### src/rtl/assert_macros.svh
// Assertion helpers shared by the RTL files.
// Both expect signals named clk and arst_n in the including module.
`ifndef ASSERT_MACROS_SVH
`define ASSERT_MACROS_SVH

// property must hold at every clock edge outside reset
`define BSFR_ASSERT(lbl, prop, msg) \
	lbl: assert property (@(posedge clk) disable iff (!arst_n) prop) else $error(msg);

// expression must never be true outside reset
`define BSFR_NEVER(lbl, expr, msg) \
	lbl: assert property (@(posedge clk) disable iff (!arst_n) !(expr)) else $error(msg);

`endif

### src/rtl/bsfr_pkg.sv
`default_nettype none
package bsfr_pkg;

	localparam logic [7:0] PREAMBLE_BYTE = 8'h7E;
	localparam logic [7:0] ESCAPE_BYTE   = 8'h7D;
	localparam logic [7:0] ESCAPE_XOR    = 8'h20;

	localparam int HDR_BYTES = 3;
	localparam int PAY_DEPTH = 15;

	localparam logic KIND_STATUS  = 1'b0;
	localparam logic KIND_PAYLOAD = 1'b1;

	// controller -> datapath
	typedef struct packed {
		logic clr_frame;    // preamble seen
		logic set_esc;
		logic consume;      // unescaped byte taken
		logic sum_en;
		logic hdr_wr;
		logic pay_wr;
		logic trl_wr;
		logic idx_inc;
		logic idx_clr;
		logic ok_cap;       // second trailer byte: latch verdict
		logic load_status;
		logic load_payload;
	} dp_cmd_t;

	// datapath -> controller
	typedef struct packed {
		logic preamble;
		logic esc_start;
		logic hdr_done;
		logic len_zero;
		logic pay_done;
		logic trl_second;
		logic emit_last;
		logic out_free;
	} dp_stat_t;

endpackage
`default_nettype wire

### src/rtl/bsfr_dp.sv
`default_nettype none
module bsfr_dp (
	input  logic               clk,
	input  logic               arst_n,
	input  logic               cfg_write_en,
	input  logic               cfg_write_data,
	input  logic [7:0]         rx_byte,
	input  logic               out_stall,
	input  bsfr_pkg::dp_cmd_t  cmd,
	output bsfr_pkg::dp_stat_t stat,
	output logic               out_valid,
	output logic               kind,
	output logic               checksum_ok,
	output logic [3:0]         pay_len,
	output logic [3:0]         frame_flags,
	output logic [7:0]         address_byte,
	output logic [7:0]         msg_code,
	output logic [7:0]         data_byte,
	output logic               last
);
	import bsfr_pkg::*;
	`include "assert_macros.svh"

	logic       cfg_en_q;
	logic       esc_q;
	logic [3:0] idx_q;
	logic [3:0] emit_idx_q;
	logic [7:0] sum_a_q;
	logic [7:0] sum_b_q;
	logic [7:0] hdr_q [HDR_BYTES];
	logic [7:0] pay_mem [PAY_DEPTH];
	logic [7:0] trl_q;
	logic [7:0] rd_q;
	logic       ok_q;
	logic       out_valid_q;

	logic [7:0] ubyte;
	logic [7:0] sum_a_d;
	logic [3:0] len;
	logic       ok;

	assign ubyte   = esc_q ? (rx_byte ^ ESCAPE_XOR) : rx_byte;
	assign sum_a_d = sum_a_q + ubyte;
	assign len     = hdr_q[0][7:4];
	assign ok      = !cfg_en_q || (trl_q == sum_a_q && ubyte == sum_b_q);

	always_comb begin
		stat.preamble   = (rx_byte == PREAMBLE_BYTE);
		stat.esc_start  = !esc_q && (rx_byte == ESCAPE_BYTE);
		stat.hdr_done   = (idx_q == 4'(HDR_BYTES - 1));
		stat.len_zero   = (len == 4'd0);
		stat.pay_done   = (({1'b0, idx_q} + 5'd1) == {1'b0, len});
		stat.trl_second = (idx_q != 4'd0);
		stat.emit_last  = (({1'b0, emit_idx_q} + 5'd1) == {1'b0, len});
		stat.out_free   = !out_valid_q || !out_stall;
	end

	always_ff @(posedge clk or negedge arst_n) begin
		if (!arst_n) begin
			cfg_en_q    <= 1'b1;
			esc_q       <= 1'b0;
			idx_q       <= '0;
			emit_idx_q  <= '0;
			sum_a_q     <= '0;
			sum_b_q     <= '0;
			out_valid_q <= 1'b0;
		end else begin
			if (cfg_write_en) begin
				cfg_en_q <= cfg_write_data;
			end
			if (cmd.clr_frame || cmd.consume) begin
				esc_q <= 1'b0;
			end else if (cmd.set_esc) begin
				esc_q <= 1'b1;
			end
			if (cmd.clr_frame || cmd.idx_clr) begin
				idx_q <= '0;
			end else if (cmd.idx_inc) begin
				idx_q <= idx_q + 4'd1;
			end
			if (cmd.clr_frame) begin
				sum_a_q <= '0;
				sum_b_q <= '0;
			end else if (cmd.sum_en) begin
				sum_a_q <= sum_a_d;
				sum_b_q <= sum_b_q + sum_a_d;
			end
			if (cmd.ok_cap) begin
				emit_idx_q <= '0;
			end else if (cmd.load_payload) begin
				emit_idx_q <= emit_idx_q + 4'd1;
			end
			if (cmd.load_status || cmd.load_payload) begin
				out_valid_q <= 1'b1;
			end else if (!out_stall) begin
				out_valid_q <= 1'b0;
			end
		end
	end

	// frame storage and result register: no reset needed
	always_ff @(posedge clk) begin
		if (cmd.hdr_wr) begin
			hdr_q[idx_q[1:0]] <= ubyte;
		end
		if (cmd.trl_wr) begin
			trl_q <= ubyte;
		end
		if (cmd.ok_cap) begin
			ok_q <= ok;
		end
		if (cmd.pay_wr) begin
			pay_mem[idx_q] <= ubyte;
		end
		rd_q <= pay_mem[emit_idx_q];
		if (cmd.load_status || cmd.load_payload) begin
			kind         <= cmd.load_payload ? KIND_PAYLOAD : KIND_STATUS;
			checksum_ok  <= ok_q;
			pay_len      <= len;
			frame_flags  <= hdr_q[0][3:0];
			address_byte <= hdr_q[1];
			msg_code     <= hdr_q[2];
			data_byte    <= cmd.load_payload ? rd_q : 8'd0;
			last         <= cmd.load_payload ? stat.emit_last : stat.len_zero;
		end
	end

	assign out_valid = out_valid_q;

	`BSFR_ASSERT(a_pay_wr_bound, cmd.pay_wr |-> ({1'b0, idx_q} < {1'b0, len}), "payload write past length")
	`BSFR_ASSERT(a_emit_bound, cmd.load_payload |-> ({1'b0, emit_idx_q} < {1'b0, len}), "payload read past length")
	`BSFR_NEVER(a_hdr_bound, cmd.hdr_wr && idx_q >= 4'(HDR_BYTES), "header index overrun")

endmodule
`default_nettype wire

### src/rtl/bsfr_ctrl.sv
`default_nettype none
module bsfr_ctrl (
	input  logic               clk,
	input  logic               arst_n,
	input  logic               in_valid,
	output logic               in_stall,
	input  bsfr_pkg::dp_stat_t stat,
	output bsfr_pkg::dp_cmd_t  cmd
);
	import bsfr_pkg::*;
	`include "assert_macros.svh"

	typedef enum logic [6:0] {
		ST_HUNT    = 7'b0000001,
		ST_HEADER  = 7'b0000010,
		ST_PAYLOAD = 7'b0000100,
		ST_TRAILER = 7'b0001000,
		ST_STATUS  = 7'b0010000,
		ST_PAY     = 7'b0100000,
		ST_FETCH   = 7'b1000000
	} state_t;

	state_t state_q;
	state_t state_d;
	logic   run;

	always_comb begin
		cmd     = '0;
		state_d = state_q;
		run     = 1'b0;
		unique case (state_q)
			ST_HUNT, ST_HEADER, ST_PAYLOAD, ST_TRAILER: begin
				run = 1'b1;
				if (in_valid) begin
					if (stat.preamble) begin
						cmd.clr_frame = 1'b1;
						state_d       = ST_HEADER;
					end else if (stat.esc_start) begin
						cmd.set_esc = 1'b1;
					end else begin
						cmd.consume = 1'b1;
						cmd.sum_en  = (state_q != ST_TRAILER);
						unique case (state_q)
							ST_HEADER: begin
								cmd.hdr_wr = 1'b1;
								if (stat.hdr_done) begin
									cmd.idx_clr = 1'b1;
									state_d     = stat.len_zero ? ST_TRAILER : ST_PAYLOAD;
								end else begin
									cmd.idx_inc = 1'b1;
								end
							end
							ST_PAYLOAD: begin
								cmd.pay_wr = 1'b1;
								if (stat.pay_done) begin
									cmd.idx_clr = 1'b1;
									state_d     = ST_TRAILER;
								end else begin
									cmd.idx_inc = 1'b1;
								end
							end
							ST_TRAILER: begin
								if (stat.trl_second) begin
									cmd.ok_cap  = 1'b1;
									cmd.idx_clr = 1'b1;
									state_d     = ST_STATUS;
								end else begin
									cmd.trl_wr  = 1'b1;
									cmd.idx_inc = 1'b1;
								end
							end
							default: begin
								// hunting: byte only feeds the sums
							end
						endcase
					end
				end
			end
			ST_STATUS: begin
				if (stat.out_free) begin
					cmd.load_status = 1'b1;
					state_d         = stat.len_zero ? ST_HUNT : ST_PAY;
				end
			end
			ST_PAY: begin
				if (stat.out_free) begin
					cmd.load_payload = 1'b1;
					state_d          = stat.emit_last ? ST_HUNT : ST_FETCH;
				end
			end
			ST_FETCH: begin
				// store read is registered: wait here while the next byte is read
				state_d = ST_PAY;
			end
			default: begin
				state_d = ST_HUNT;
			end
		endcase
	end

	always_ff @(posedge clk or negedge arst_n) begin
		if (!arst_n) begin
			state_q <= ST_HUNT;
		end else begin
			state_q <= state_d;
		end
	end

	assign in_stall = !run;

	`BSFR_ASSERT(a_load_when_free, (cmd.load_status || cmd.load_payload) |-> stat.out_free, "result loaded over a waiting beat")
	`BSFR_ASSERT(a_frame_end_status, cmd.ok_cap |=> (state_q == ST_STATUS), "frame end did not start status")
	`BSFR_NEVER(a_no_byte_in_burst, (cmd.consume || cmd.clr_frame) && !run, "input byte taken during result burst")

endmodule
`default_nettype wire

### src/rtl/byte_stuffed_frame_receiver_top.sv
`default_nettype none
// Byte-stuffed frame receiver. Raw line bytes come in on rx_byte; 0x7E restarts
// a frame, 0x7D escapes the next byte (XOR 0x20). A frame is three header bytes,
// up to 15 payload bytes and two Fletcher-style checksum bytes. Each raw byte is
// taken in one cycle. On the second checksum byte the input stalls while the
// result burst is built: one status beat (header fields and verdict), then one
// beat per payload byte, the final beat flagged by last. Every payload beat after
// the first waits in a fetch state for the registered read of the payload store.
// A result still waiting on the output does not stop new line bytes once the
// burst is done. checksum_enable resets to 1 and is written through
// cfg_write_en/cfg_write_data; the user must write it only while the block is
// idle, as the block itself does not enforce this.
module byte_stuffed_frame_receiver_top (
	input  logic       clk,
	input  logic       arst_n,
	input  logic       cfg_write_en,
	input  logic       cfg_write_data,
	input  logic       in_valid,
	output logic       in_stall,
	input  logic [7:0] rx_byte,
	output logic       out_valid,
	input  logic       out_stall,
	output logic       kind,
	output logic       checksum_ok,
	output logic [3:0] pay_len,
	output logic [3:0] frame_flags,
	output logic [7:0] address_byte,
	output logic [7:0] msg_code,
	output logic [7:0] data_byte,
	output logic       last
);
	import bsfr_pkg::*;

	dp_cmd_t  cmd;
	dp_stat_t stat;

	bsfr_ctrl u_ctrl (
		.clk      (clk),
		.arst_n   (arst_n),
		.in_valid (in_valid),
		.in_stall (in_stall),
		.stat     (stat),
		.cmd      (cmd)
	);

	bsfr_dp u_dp (
		.clk            (clk),
		.arst_n         (arst_n),
		.cfg_write_en   (cfg_write_en),
		.cfg_write_data (cfg_write_data),
		.rx_byte        (rx_byte),
		.out_stall      (out_stall),
		.cmd            (cmd),
		.stat           (stat),
		.out_valid      (out_valid),
		.kind           (kind),
		.checksum_ok    (checksum_ok),
		.pay_len        (pay_len),
		.frame_flags    (frame_flags),
		.address_byte   (address_byte),
		.msg_code       (msg_code),
		.data_byte      (data_byte),
		.last           (last)
	);

endmodule
`default_nettype wire
### config.mk
export PLATFORM = sky130hd
export DESIGN_NAME = byte_stuffed_frame_receiver_top
export DESIGN_NICKNAME = d
export VERILOG_FILES = /design/src/rtl/bsfr_pkg.sv /design/src/rtl/bsfr_dp.sv /design/src/rtl/bsfr_ctrl.sv /design/src/rtl/byte_stuffed_frame_receiver_top.sv
export VERILOG_INCLUDE_DIRS = /design/src /design/src/rtl
export SDC_FILE = /design/constraint.sdc
export NUM_CORES = 1
export LEC_CHECK = 0
export ABC_AREA = 1
export BUFFER_PORTS_ARGS = -buffer_cell sky130_fd_sc_hd__buf_2
export CAP_MARGIN = 20
export CORE_ASPECT_RATIO = 0.5
export CORE_MARGIN = 5
export CORE_UTILIZATION = 55
export DETAILED_ROUTE_END_ITERATION = 10
export GPL_ROUTABILITY_DRIVEN = 0
export GPL_TIMING_DRIVEN = 0
export PLACE_DENSITY = 0.83
export RECOVER_POWER = 100
export REMOVE_ABC_BUFFERS = 1
export SETUP_SLACK_MARGIN = 0.4
export SYNTH_ARGS = -nofsm -noshare
export SYNTH_HDL_FRONTEND = slang
export SYNTH_SLANG_ARGS = --single-unit
### constraint.sdc
create_clock -name clk -period 3 [get_ports clk]
set_input_delay 0.15 -clock clk [delete_from_list [all_inputs] [get_ports clk]]
set_output_delay 0.15 -clock clk [all_outputs]
set_load 0.05 [all_outputs]
=== Word-level counts from Yosys, hierarchy flattened ===
Memories as Yosys holds them, arrays and structs flattened. A register that Yosys moved wholly into a read port is not among the register bits.
Cells that the tools add are included.

* Bits in registers: 62
* RAM bits: 144
* Bits of input ports: 14
* Output and inout port bits: 37
* Word-level logic and storage cells: 122
* Memories kept: 2

* Add/subtract/negate cells: 6
* Eq/ne operators: 24
* Mux-type cells: 53
* Bitwise logic cells: 1
* Reduce and logical (&&, ||, !) cells: 20

{| class="wikitable"
|+ Memory list
! memory !! words !! width !! rd ports !! clocked after memory_dff !! wr ports !! RTL line !! RTL
|-
| u_dp.pay_mem || 15 || 8 || 1 || 1 || 1 || bsfr_dp.sv:31 || <nowiki>logic [7:0] pay_mem [PAY_DEPTH];</nowiki>
|-
| u_dp.hdr_q || 3 || 8 || 3 || 2 || 1 || bsfr_dp.sv:30 || <nowiki>logic [7:0] hdr_q [HDR_BYTES];</nowiki>
|}

{| class="wikitable"
|+ Operators by type and width
! operator !! number
|-
| 7-bit 2-to-1 mux || 9
|-
| 8-bit 2-to-1 mux || 5
|-
| 7-bit one-hot mux with 4 select lines || 1
|-
| 1-bit 2-to-1 mux || 24
|-
| 7-bit one-hot mux with 3 select lines || 1
|-
| 10-bit 2-to-1 mux || 2
|-
| 4-bit 2-to-1 mux || 5
|-
| 8-bit adder || 2
|-
| 8-bit by 7-bit equality test with 1-bit output, second input constant || 2
|-
| 8-bit equality test || 2
|-
| 6-bit 2-to-1 mux || 2
|-
| 4-bit != test, second input constant || 3
|-
| 4-bit by 1-bit adder with 5-bit output, second input constant || 2
|-
| 5-bit by 4-bit equality test with 1-bit output || 2
|-
| 9-bit 2-to-1 mux || 1
|-
| 4-bit by 1-bit adder with 4-bit output, second input constant || 2
|-
| 8-bit AND reduction || 1
|-
| 2-bit nonzero test || 4
|-
| 7-bit by 1-bit equality test with 1-bit output, second input constant || 1
|-
| 7-bit by 2-bit equality test with 1-bit output, second input constant || 1
|-
| 7-bit by 3-bit equality test with 1-bit output, second input constant || 1
|-
| 7-bit by 4-bit equality test with 1-bit output, second input constant || 1
|-
| 7-bit by 5-bit equality test with 1-bit output, second input constant || 1
|-
| 7-bit by 6-bit equality test with 1-bit output, second input constant || 1
|-
| 16 further kinds || 28
|}

=== Logic depth before layout (Yosys ltp) ===
* Depth after elaboration: 10
* Depth in mapped cells: 15
* Mapped depth without buffers: 15

=== Modules after synthesis ===
Synthesis repeated with hierarchy kept, for this count alone.

* Cells, all modules: 841
* Area total of the unflattened synthesis: 9982.1 um^2

{| class="wikitable"
|+ Modules (own cells, without submodules)
! module !! times used !! cells an instance !! area each (um^2) !! seq. area each (um^2)
|-
| bsfr_dp || 1 || 713 || 9192.6 || 6482.5
|-
| bsfr_ctrl || 1 || 128 || 789.5 || 176.4
|}

=== Least setup slack after synthesis ===
OpenSTA, ideal clock, no wires.

* Path type: reg2reg
* Start: reg u_dp.esc_q
* End: reg u_dp.sum_b_q[7]
* Setup time: 0.117 ns
* Arrival time: 2.746 ns
* Data required time: 2.883 ns
* Slack: 0.137 ns
* Cell stages (with the launch flop): 15
* Buffers on the path: 0
* Clock period less this slack: 2.863 ns
* Path through: dfrtp_1 xor2_1 ha_1 nand2_1 inv_1 nand4_1 nand3_1 xor2_1 ha_1 a21oi_1 o21ai_0 a31oi_1 nand3_1 nand3_1 nand2_1

* Elaborated cells between the ends (all ways): 12
* Those cells by class: 2 x add/sub; 7 x mux; 3 x reduce/logical

{| class="wikitable"
|+ RTL lines
! item !! RTL line !! RTL
|-
| start: declaration || bsfr_dp.sv:25 || <nowiki>logic esc_q;</nowiki>
|-
| start signal: assignment || bsfr_dp.sv:61 || <nowiki>esc_q <= 1'b0;</nowiki>
|-
| start signal: assignment || bsfr_dp.sv:72 || <nowiki>esc_q <= 1'b0;</nowiki>
|-
| start signal: assignment || bsfr_dp.sv:74 || <nowiki>esc_q <= 1'b1;</nowiki>
|-
| 6-bit 2-to-1 mux || bsfr_dp.sv:42 || <nowiki>assign ubyte = esc_q ? (rx_byte ^ ESCAPE_XOR) : rx_byte;</nowiki>
|-
| via u_dp.ubyte[5] || bsfr_dp.sv:37 || <nowiki>logic [7:0] ubyte;</nowiki>
|-
| 8-bit adder || bsfr_dp.sv:43 || <nowiki>assign sum_a_d = sum_a_q + ubyte;</nowiki>
|-
| 8-bit adder || bsfr_dp.sv:86 || <nowiki>sum_b_q <= sum_b_q + sum_a_d;</nowiki>
|-
| 8-bit 2-to-1 mux || bsfr_dp.sv:84 || <nowiki>end else if (cmd.sum_en) begin</nowiki>
|-
| 8-bit 2-to-1 mux || bsfr_dp.sv:81 || <nowiki>if (cmd.clr_frame) begin</nowiki>
|-
| end signal: assignment || bsfr_dp.sv:86 ||
|-
| end: declaration || bsfr_dp.sv:29 || <nowiki>logic [7:0] sum_b_q;</nowiki>
|}

The timed path passes the listed nets, and every way through them passes these cells. The select of a mux whose other input is x is not followed.
A chain may end at the register's enable or synchronous reset.

=== Final worst setup path ===
* Start: reg u_dp.sum_a_q[0]
* End: reg u_dp.sum_b_q[5]

* Cells in the longest elaborated chain, start to end: 4

{| class="wikitable"
|+ RTL lines
! item !! RTL line !! RTL
|-
| start: declaration || bsfr_dp.sv:28 || <nowiki>logic [7:0] sum_a_q;</nowiki>
|-
| start signal: assignment || bsfr_dp.sv:85 || <nowiki>sum_a_q <= sum_a_d;</nowiki>
|-
| 8-bit adder || bsfr_dp.sv:43 ||
|-
| 8-bit adder || bsfr_dp.sv:86 ||
|-
| 8-bit 2-to-1 mux || bsfr_dp.sv:84 ||
|-
| 8-bit 2-to-1 mux || bsfr_dp.sv:81 ||
|}

No other way between the ends. The select of a mux whose other input is x is not followed.

==> run summary <==
The flow ran to the end, but the final reports show violations. The final reports fail on capacitance limit, slew limit. By count the netlist is led by 200 x sky130_fd_sc_hd__nand2_1, 188 x sky130_fd_sc_hd__edfxtp_1, 80 x sky130_fd_sc_hd__nor2_1, 75 x sky130_fd_sc_hd__inv_1, 63 x sky130_fd_sc_hd__nand3_1. Dividing the detail-routed wire length by the instance count gives 19.22 um. The run gives 2.97 ns as the arrival time at the worst endpoint. In this run the critical register-to-register path is captured at u_dp.sum_b_q[5]. The filler-free cell count of the finished design is 1198. Area added between synthesis and finish: 12.18%.

Sorting the synthesized cells by area gives the leading types as sky130_fd_sc_hd__edfxtp_1 57%, sky130_fd_sc_hd__dfrtp_1 8.0%, sky130_fd_sc_hd__nand2_1 7.5%. Detailed placement finished with a half-perimeter wire length of 14530 um. The most common cell in the netlist was sky130_fd_sc_hd__nand2_1. The finished cells cover 11170 um2. In the final timing run, aggregate negative setup slack is 0 ns. Yosys mapped the design onto 40 distinct sky130hd cell types.

Cells with a size suffix above 1 make up 9.025% of the layout. Startpoint of the worst hold path: rx_byte[0]. STA classifies the critical path startpoint as a flop.

The routed design could run at a clock period as short as 2.638 ns. Across the VDD grid, the largest voltage drop is 0.0004998 V. The tree is rooted in a sky130_fd_sc_hd__clkbuf_16. In this run switching power makes up 37.10% of total power.

For this design the ratio of total power to cell area is 927.6 nW/um2. Based on the critical path, the design can be clocked at up to 379.1 MHz. The portion of synthesized cell area occupied by the leading cell type is 56.70%, and the period utilization is 87.94%. For the remaining routing DRC violations, the log shows 0. The initial antenna violation count was 0. The logs give 0.50 ns for the later-pin clock latency in the skew report and 36.0% for the logic gate share of total power. Setup repair after global routing could not meet its margin everywhere. sky130_fd_sc_hd__edfxtp_1 takes more of the synthesized area than any other cell. The number of top-level pins was 51; the power share of the sequential group was 39.7%.

For the internal power of the cells, the log shows 0.006516 W. The logs give 66.88% for the sequential cell area fraction in the yosys report and 0 for the Yosys warning count. The detail route stage leaves a number of antenna-violating nets equal to 0.

In this run the critical register-to-register path is launched from u_dp.sum_a_q[0]. The worst register-to-register path has a setup slack of 0.36 ns. The category of the critical setup timing path is reg2reg.

The global-route wire length before repair is 36870 um. The run gives 7088 as the number of global-route vias before repair. For the hold violation count in the final report, the log shows 0. During placement, the flow inserted port buffers numbering 50. The overall die area came out at 21060 um2.

Across every metal layer, demand over resource in global routing totals 21.56%. The run gives 0.01036 W as the post-route total power. The total placed cells including tap cells came out at 1145.

Counting cells, the worst reg-to-reg path comes to 15. The synthesis-stage register bit count was 230; the placeable core region was 17570 um2. The net total in the final layout was 984; the area of combinational cells with multiple inputs was 2913 um2. The maximum number of pins on one net before global-route repair is 59, and the chip width is 200.3 um. The number of stages on the worst hold path works out to 1. The max-slew violation count was 35.

At the end of the flow the core is filled with cells to 63.57%. The transition time of the tightest slew-check pin was 2.031 ns; the max-cap violation count was 1. Cell count after synthesis: 883. Dividing the detail-routed via count by the number of cells gives 5.851. For the maximum level of the CTS H-tree, the log shows 1. Counting the buffers created by CTS gives 21.

The height of the die is 105.1 um, and the largest fanout on the critical path is 4. The number of antenna cells inserted was 0; the number of enable flip-flop cells after synthesis was 188. The total overflow left after global routing is 0. The run gives 56.67% as the initial core utilization.

The logs give -35.43% for the relative slew slack and 0.003844 W for the net switching power figure. The fraction of synthesis flops using an asynchronous set or reset pin works out to 14.78%. The run gives 3 as the buffer depth of the longest clock path.

The worst setup path is captured at a flop. In this run the worst hold path is classified as in2reg. The leakage dissipation came out at 4.271 nW. For the filler cell count in the final layout, the log shows 1238.

Clock skew on the completed layout was measured at 0.01113 ns. The data required time of the critical path is 3.34 ns. TritonCTS built the clock tree. Setup violations remaining at the end of the flow were counted as 0. The run gives 9956 um2 as the cell area after technology mapping.

For the footprint of the flip-flops and latches, the log shows 6660 um2. The worst hold path terminates at u_dp.pay_mem[4][0]. After synthesis, the mean cell area works out to 11.27 um2. The clock sink count was 230; the number of violations reported at the end of detailed-routing iteration 0 was 938. The most used flip-flop cell after synthesis is sky130_fd_sc_hd__edfxtp_1. The tools report the number of vias in the routed layout as 7009. Before antenna repair, the detailed router went through 5 iterations.

The area of placed instances is 10440 um2, and the final wirelength is 23020 um. In this run the core area contains 34 standard-cell rows. The clock network burns 24.4% of the power. The post-CTS clock slew at the launch and capture registers of the worst setup and hold paths is 0.07 ns.
sequential cells by signal, indices dropped and copies added (netlist names), 8 cells and up:
| register | count |
|---|---|
| u_dp.address_byte | 8 |
| u_dp.data_byte | 8 |
| u_dp.hdr_q | 24 |
| u_dp.msg_code | 8 |
| u_dp.pay_mem | 120 |
| u_dp.rd_q | 8 |
| u_dp.sum_a_q | 8 |
| u_dp.sum_b_q | 8 |
| u_dp.trl_q | 8 |
critical path, cell delays in order (launching register included):
cell                      delay (ns)
sky130_fd_sc_hd__dfrtp_1        0.35
sky130_fd_sc_hd__ha_1           0.17
sky130_fd_sc_hd__inv_1          0.06
sky130_fd_sc_hd__fa_1           0.43
sky130_fd_sc_hd__inv_1          0.09
sky130_fd_sc_hd__a31oi_1        0.11
sky130_fd_sc_hd__xor2_1         0.16
sky130_fd_sc_hd__inv_1          0.12
sky130_fd_sc_hd__ha_4           0.27
sky130_fd_sc_hd__nand2_1        0.06
sky130_fd_sc_hd__inv_1          0.06
sky130_fd_sc_hd__nand4_1        0.06
sky130_fd_sc_hd__nand3_1        0.08
sky130_fd_sc_hd__or2_2          0.28
sky130_fd_sc_hd__nand3_1        0.09
sky130_fd_sc_hd__o21ai_0        0.09
metrics by stage:
stage / worst slack (ns) / hold WS, ns
global placement: -1.209 / 0.2742
floorplan: 0.01643 / -0.1456
finish: 0.3619 / 0.1500
global route: 0.1453 / 0.1459
detailed placement: -0.08566 / 0.2858
CTS: 0.4094 / 0.1284
cell type report:
type                       instances  area share (%)
sequential                       230           59.63
clock inverter                    13          0.8514
multi-input combinational        547           26.08
tap                              234           2.622
inverter                          81           2.756
timing repair buffer              68           3.215
clock buffer                      25           4.840
cell families after synthesis:
group                      after synthesis  share of synthesized area, %
buffers and inverters                  106                         4.235
and+or+nand+nor                        384                         16.75
xor gates and xnor gates                26                         2.287
muxes                                    1                        0.1131
AOI/OAI and AO/OA                      115                         6.937
adders and majority gates               21                         2.790
DFF                                    230                         66.88
routing by layer:
| layer | GRT usage, % | part of all wire (%) |
|---|---|---|
| met5 | 0 | 0 |
| met2 | 37.24 | 49 |
| met4 | 6.722 | 2.8 |
| met1 | 28.00 | 39 |
| met3 | 4.240 | 9.5 |
power groups by stage:
| stage | logic (W) | registers (W) | clock network, W |
|---|---|---|---|
| after floorplan | 0.00234 | 0.00427 | 0 |
| after global placement | 0.00313 | 0.00417 | 0 |
| after detailed placement | 0.00337 | 0.00416 | 0 |
| after CTS | 0.00360 | 0.00410 | 0.00254 |
| after global routing | 0.00411 | 0.00414 | 0.00269 |
| final | 0.00373 | 0.00411 | 0.00252 |
how the worst max path moves through the flow:
| stage | from | end | cells past startpoint |
|---|---|---|---|
| 2_1_floorplan | u_dp.emit_idx_q[0] | u_dp.last | 7 |
| 3_3_place_gp | u_dp.emit_idx_q[0] | u_dp.last | 7 |
| 3_5_place_dp | u_dp.esc_q | u_dp.sum_b_q[7] | 15 |
| 4_1_cts | u_dp.esc_q | u_dp.sum_b_q[7] | 16 |
| 5_1_grt | u_ctrl.state_q[4] | u_dp.sum_b_q[2] | 10 |
| 6_report | u_dp.sum_a_q[0] | u_dp.sum_b_q[5] | 15 |
timing repair:
item | 4_1_cts | 5_1_grt
gates resized for setup | 8 | 11
setup buffers | 5 | 5
pin swaps | 5 | 9
endpoints found under the setup margin | 3 | 19
endpoints found under the hold margin | 35 | 0
hold buffers | 5 | 0
gates cloned | 0 | 0
cell usage in the layout (no fill, tap or decap), types with 6 or more instances in the layout:
cell	netlist	final
sky130_fd_sc_hd__clkinv_1	1	6
sky130_fd_sc_hd__xnor2_1	11	11
sky130_fd_sc_hd__clkbuf_1	15	45
sky130_fd_sc_hd__a221oi_1	6	6
sky130_fd_sc_hd__o2111ai_1	8	8
sky130_fd_sc_hd__clkbuf_16	0	21
sky130_fd_sc_hd__edfxtp_1	188	188
sky130_fd_sc_hd__inv_1	75	73
sky130_fd_sc_hd__xor2_1	15	14
sky130_fd_sc_hd__nand2_1	200	203
sky130_fd_sc_hd__a21oi_1	25	23
sky130_fd_sc_hd__o221ai_1	8	8
sky130_fd_sc_hd__ha_1	19	16
sky130_fd_sc_hd__nand4_1	10	10
sky130_fd_sc_hd__nor2_2	8	6
sky130_fd_sc_hd__nor3_1	8	8
sky130_fd_sc_hd__o22ai_1	6	6
sky130_fd_sc_hd__nand3_1	63	62
sky130_fd_sc_hd__dfxtp_1	8	8
sky130_fd_sc_hd__nor2_1	80	82
sky130_fd_sc_hd__o21ai_0	52	52
sky130_fd_sc_hd__buf_4	0	8
sky130_fd_sc_hd__buf_2	7	12
sky130_fd_sc_hd__dfrtp_1	32	31
Power figures use the tool's default switching activity.
